### src/sv/cale_pkg.sv
// cale_pkg: shared constants, request codes and controller/datapath structs
// for the cursor array list engine. No dependencies.

package cale_pkg;

	localparam int FUNC_W = 4;
	localparam int VAL_W  = 32;
	localparam int CNT_W  = 11;

	localparam logic [FUNC_W-1:0] FN_CLEAR  = 4'd0;
	localparam logic [FUNC_W-1:0] FN_INSERT = 4'd1;
	localparam logic [FUNC_W-1:0] FN_APPEND = 4'd2;
	localparam logic [FUNC_W-1:0] FN_START  = 4'd3;
	localparam logic [FUNC_W-1:0] FN_END    = 4'd4;
	localparam logic [FUNC_W-1:0] FN_PREV   = 4'd5;
	localparam logic [FUNC_W-1:0] FN_NEXT   = 4'd6;
	localparam logic [FUNC_W-1:0] FN_MOVE   = 4'd7;
	localparam logic [FUNC_W-1:0] FN_READ   = 4'd8;
	localparam logic [FUNC_W-1:0] FN_DELETE = 4'd9;

	// controller -> datapath
	typedef struct packed {
		logic quick;   // request done without shift or read: update state, load result
		logic start;   // capture request, set up shift or read
		logic step;    // one shift read (and write of previous read)
		logic drain;   // write back last shifted entry
		logic finish;  // close insert, delete or read, load result
	} cmd_t;

	// datapath -> controller
	typedef struct packed {
		logic long_ins;  // insert needing tail shift up
		logic long_del;  // delete needing tail shift down
		logic rd_ok;     // read that succeeds
		logic last;      // current shift read is the final one
	} stat_t;

endpackage

### src/sv/cale_ctrl.sv
// cale_ctrl: request sequencer of the cursor array list engine.
// Depends on cale_pkg; drives cale_dp through cmd_t, observes stat_t.

module cale_ctrl (
	input  logic            clk,
	input  logic            arst_n,
	input  logic            in_valid,
	output logic            in_ready,
	output logic            out_valid,
	input  logic            out_ready,
	input  cale_pkg::stat_t stat,
	output cale_pkg::cmd_t  cmd
);

	typedef enum logic [3:0] {
		ST_IDLE  = 4'b0001,
		ST_SHIFT = 4'b0010,
		ST_DRAIN = 4'b0100,
		ST_FIN   = 4'b1000
	} state_t;

	state_t state_q, state_d;
	logic   out_valid_q;
	logic   accept;

	assign in_ready  = (state_q == ST_IDLE) && (!out_valid_q || out_ready);
	assign accept    = in_valid && in_ready;
	assign out_valid = out_valid_q;

	always_comb begin
		state_d = state_q;
		cmd     = '0;
		case (state_q)
			ST_IDLE: begin
				if (accept) begin
					if (stat.long_ins || stat.long_del) begin
						cmd.start = 1'b1;
						state_d   = ST_SHIFT;
					end else if (stat.rd_ok) begin
						cmd.start = 1'b1;
						state_d   = ST_FIN;
					end else begin
						cmd.quick = 1'b1;
					end
				end
			end
			ST_SHIFT: begin
				cmd.step = 1'b1;
				if (stat.last) begin
					state_d = ST_DRAIN;
				end
			end
			ST_DRAIN: begin
				cmd.drain = 1'b1;
				state_d   = ST_FIN;
			end
			ST_FIN: begin
				cmd.finish = 1'b1;
				state_d    = ST_IDLE;
			end
			default: begin
				state_d = ST_IDLE;
			end
		endcase
	end

	always_ff @(posedge clk or negedge arst_n) begin
		if (!arst_n) begin
			state_q     <= ST_IDLE;
			out_valid_q <= 1'b0;
		end else begin
			state_q     <= state_d;
			out_valid_q <= (out_valid_q && !out_ready) || cmd.quick || cmd.finish;
		end
	end

endmodule

### config.mk
export PLATFORM = sky130hd
export DESIGN_NAME = cale_ctrl
export DESIGN_NICKNAME = d
export VERILOG_FILES = /design/src/sv/cale_pkg.sv /design/src/sv/cale_ctrl.sv
export SDC_FILE = /design/constraint.sdc
export NUM_CORES = 1
export LEC_CHECK = 0
export BUFFER_PORTS_ARGS = -buffer_cell sky130_fd_sc_hd__buf_2
export CAP_MARGIN = 5
export CORE_AREA = 2 2 39 41
export DETAILED_ROUTE_END_ITERATION = 8
export DIE_AREA = 0 0 41 43
export GPL_TIMING_DRIVEN = 0
export PLACE_DENSITY = 0.42
export SKIP_CTS_REPAIR_TIMING = 1
export SYNTH_ARGS = -nofsm -noshare
export SYNTH_HDL_FRONTEND = slang
export SYNTH_SLANG_ARGS = --single-unit
### constraint.sdc
create_clock -name clk -period 1.8 [get_ports clk]
set_input_delay 0.18 -clock clk [delete_from_list [all_inputs] [get_ports clk]]
set_output_delay 0.18 -clock clk [all_outputs]
set_load 0.1 [all_outputs]
**Yosys cells after proc, flatten, opt, wreduce, memory -nomap -nowiden**

Index checks and enable logic that the tools add are counted.

- Reductions and logical operators: 10
- Equality and inequality tests: 7
- Mux-type cells: 14

Operator list:

| operator | count |
|---|---|
| $mux 4 | 4 |
| $pmux 4 s3 | 1 |
| $mux 1 | 7 |
| $eq 4x1->1 const B | 1 |
| $eq 4x2->1 const B | 1 |
| $eq 4x3->1 const B | 1 |
| $eq 4x4->1 const B | 1 |
| $logic_or 1x1->1 | 4 |
| $mux 2 | 2 |
| $ne 2x2->1 const B | 2 |
| $logic_and 1x1->1 | 3 |
| $ne 3x2->1 const B | 1 |
| $reduce_and 3->1 | 1 |
| $logic_not 1->1 | 2 |

- Register bits: 5
- Logic and storage cells: 33
- Bits of input ports: 8
- Output and inout bits: 7

**Depth between registers and ports, before layout**

- Word-level depth: 8
- Depth in mapped cells: 3
- Depth with buffers taken out: 3

**Worst setup path after synthesis**

No wires, ideal clock.

- Path type: reg-to-reg
- From: reg state_q[2]
- To: reg state_q[1]
- Setup slack: -0.847 ns
- Setup time: 0.086 ns
- Arrival: 2.562 ns
- Cell stages (with the launch flop): 4
- Data required time: 1.714 ns
- Period minus slack after synthesis: 2.647 ns
- Path buffers: 0
- Cell sequence: dfrtp_1 -> nor4b_2 -> inv_1 -> o22ai_1

- Word-level cells in the longest chain between the ends: 5
- Elaborated cells on any way between the ends: 10
- Those cells by class: 6 x eq/ne; 1 x mux; 3 x reduce/logical

Ends and longest elaborated chain:

| element | RTL line | text |
|---|---|---|
| start, declared | cale_ctrl.sv:22 | `state_t state_q, state_d;` |
| start signal, assigned | cale_ctrl.sv:72 | `state_q <= state_d;` |
| $eq 4x1->1 | cale_ctrl.sv:26, cale_ctrl.sv:33 |  |
| $logic_and 1x1->1 | cale_ctrl.sv:26 | `assign in_ready = (state_q == ST_IDLE) && (!out_valid_q \|\| out_ready);` |
| $logic_and 1x1->1 | cale_ctrl.sv:27 | `assign accept = in_valid && in_ready;` |
| $ne 2x2->1 (no source line) | n/a |  |
| $reduce_and 3->1 (no source line) | n/a |  |

Parallel ways exist; a longest one is shown, timed or not.
A chain may end at the register's enable or synchronous reset.

==> impl_results.md <==
* Site Rows at 14
* Drt total wl at 769 um
* IO buf count at 14
* CTS tree: yes
* RSZ-0062 raised after global routing: yes
* Grt total ovfl at 0
* Status: finished, violations left
* Ys Warns at 0
* HP Class: primary input to flip-flop
* Leak pwr at 0.230 nW
* First-pass GRT wire length at 1170 um
* Skew final at 0.00212 ns
* Max IR drop VDD at 874 uV
* Die height at 43 um
* FILL cells at 143
* Routability cong. at 0.605
* Crit-path cells: nor4b_4 > and3_4 > and2_4 > buf_12
* Delay-heaviest family, CP: simple AND/OR/NAND/NOR gates
* CP Max Fanout at 4
* Worst R2R Start: state_q[0]$_DFFE_PN1P_
* Share of layout cells above drive strength 1 at 0.680
* Final Cell Area at 531 sq um
* Max incr delay on CP at 0.54 ns
* Slowest CP cell: dfstp_2
* Hold path cells at 2
* Reg2reg path depth at 4
* Hold Crit Start: stat[0]
* Layout area overhead at 83.5%
* Final worst setup slack at -0.00249 ns
* Seq cells post-synth at 5
* Initial DRT Pass Iterations at 4
* WL per Instance at 11.7 um
* Antenna fix cells at 0
* Post-Syn Nets at 34
* Setup CP Type: flip-flop to primary output
* Mapped Cells at 26
* Period minus WS final at 1.80 ns
* Tot Pwr at 946 uW
* Routed via count at 305
* Power density over cell area at 1780 mW/mm^2
* Final Cycle Share at 1.00
* Largest net degree at the start of global routing at 6
* Synth top area share at 0.346
* Maximum clock insertion buffer count at 2
* Final net count at 59
* Max Cap Viol at 0
* Final setup viols at 1
* R2R Path End: state_q[3]$_DFFE_PN0P_
* Hold EP: state_q[1]$_DFFE_PN0P_
* Worst-Margin Slew at 0.485 ns
* DP Area at 418 sq um
* H-tree levels at 1
* All-layer global routing usage at 0.102
* Clock-pin slew of the registers on the worst-case setup and hold paths at 0.04 ns
* Core area at 0.00138 sq mm
* Vias in the first global route at 303
* Initial antenna violation count at 0
* Synth area leaders: dfrtp_1, nor4b_2, dfstp_2
* Residual DRC count at 0
* Max-slew headroom at 0.679
* Crit path arrival time at 1.62 ns
* Worst EP required at 1.62 ns
* Initial drt markers at 2
* Root Buffer: clkbuf_4
* IO Pins at 15
* Post-route ant nets at 0
* Post-DP HPWL at 582 um
* Netlist cell types at 17
* Reg2Reg Setup Slack at 0.43 ns
* Critical path endpoint category: primary output
* Buffers and inverters on the worst path at 1
* CP Launch Type: flip-flop
* Fin. max-slew vios at 0
* Post-synthesis sequential area ratio at 0.437
* Die Wd at 41 um
* Fmax at 555 MHz
* Latest clock arrival within the worst-skew pair at 0.24 ns
* Failing checks: negative setup slack
* Vias per cell at 4.62
* Biggest area consumer among synthesized cells: dfrtp_1
* CTS Sinks at 5
* Die area at 0.00176 sq mm
* Hold Violations, Final at 0
* Mapped Area at 289 sq um
* Initial Util at 0.209
* Mean post-synth cell area at 11.1 sq um
* Num CTS Buffers at 3
cell usage in the layout, fill, tap and decap left out, types with 2 or more instances in the layout:
cell,instances
buf_2,8
buf_4,6
nor4b_4,4
inv_1,2
clkbuf_4,6
dfrtp_2,3
how the worst max path moves through the flow:
stage                                 startpoint                      to  slack [ns]  cells past startpoint
after floorplan           state_q[1]$_DFFE_PN0P_  state_q[1]$_DFFE_PN0P_       -0.16                      3
after global placement    state_q[0]$_DFFE_PN1P_                  cmd[3]       -0.08                      4
after detailed placement  state_q[0]$_DFFE_PN1P_                  cmd[3]       -0.09                      4
after CTS                 state_q[0]$_DFFE_PN1P_                  cmd[3]       -0.36                      4
after global routing      state_q[0]$_DFFE_PN1P_                  cmd[3]       -0.07                      4
final                     state_q[0]$_DFFE_PN1P_                  cmd[3]      -0.002                      4
through the flow:
| stage | hold WS, ns | TNS [ns] | utilization | cells | worst slack, ns |
|---|---|---|---|---|---|
| 2_1_floorplan | -0.116 | -0.507 | - | 26 | -0.157 |
| 3_3_place_gp | -0.00496 | -0.0801 | 0.302 | 56 | -0.0753 |
| 3_5_place_dp | -0.00454 | -0.115 | 0.302 | 56 | -0.0893 |
| 4_1_cts | -0.263 | -0.801 | 0.321 | 60 | -0.356 |
| 5_1_grt | 0.167 | -0.137 | 0.383 | 66 | -0.0684 |
| 6_report | 0.154 | -0.00249 | 0.383 | 66 | -0.00249 |
cell usage after synthesis:
cell	count
a21oi_1	1
or3_1	1
nor2_1	2
nand2b_1	1
dfrtp_1	4
inv_1	2
a31o_1	1
dfstp_2	1
nor4b_2	3
nand3_1	1
and2_1	3
o22ai_1	1
nand2_1	1
nor4b_4	1
and3_1	1
o21ai_1	1
a211oi_1	1
registers in the layout, indices dropped and copies added, names as in the netlist:
register / cells
out_valid: 1
state_q: 4
kinds of logic after synthesis:
family	Yosys count	synth area share
AND/OR/NAND/NOR	14	0.424
flip-flops	5	0.437
AO/OA/AOI/OAI	5	0.113
buffers and inverters	2	0.0260
power breakdown:
part           internal [mW]  leakage [nW]  switching (mW)
combinational          0.227         0.155           0.399
sequential             0.152        0.0603          0.0420
clock                 0.0836        0.0150          0.0425
total                  0.463         0.230           0.483
final cells by class:
cell class / count / area (sq um) / area share
inverters: 2 / 7.51 / 0.0142
well taps: 16 / 20.0 / 0.0377
multi-input cells: 19 / 198 / 0.373
clock buffers: 4 / 26.3 / 0.0495
repair buffers: 20 / 149 / 0.281
flip-flops and latches: 5 / 130 / 0.245
layer usage:
metal | vias up | share of wire | track usage
met5 | - | 0 | 0
met4 | 0 | 0 | 0.0800
met3 | 0 | 0.079 | 0.0314
met2 | 10 | 0.55 | 0.166
met1 | 150 | 0.37 | 0.0987
li1 | 145 | - | -
Power figures use the tool's default switching activity.
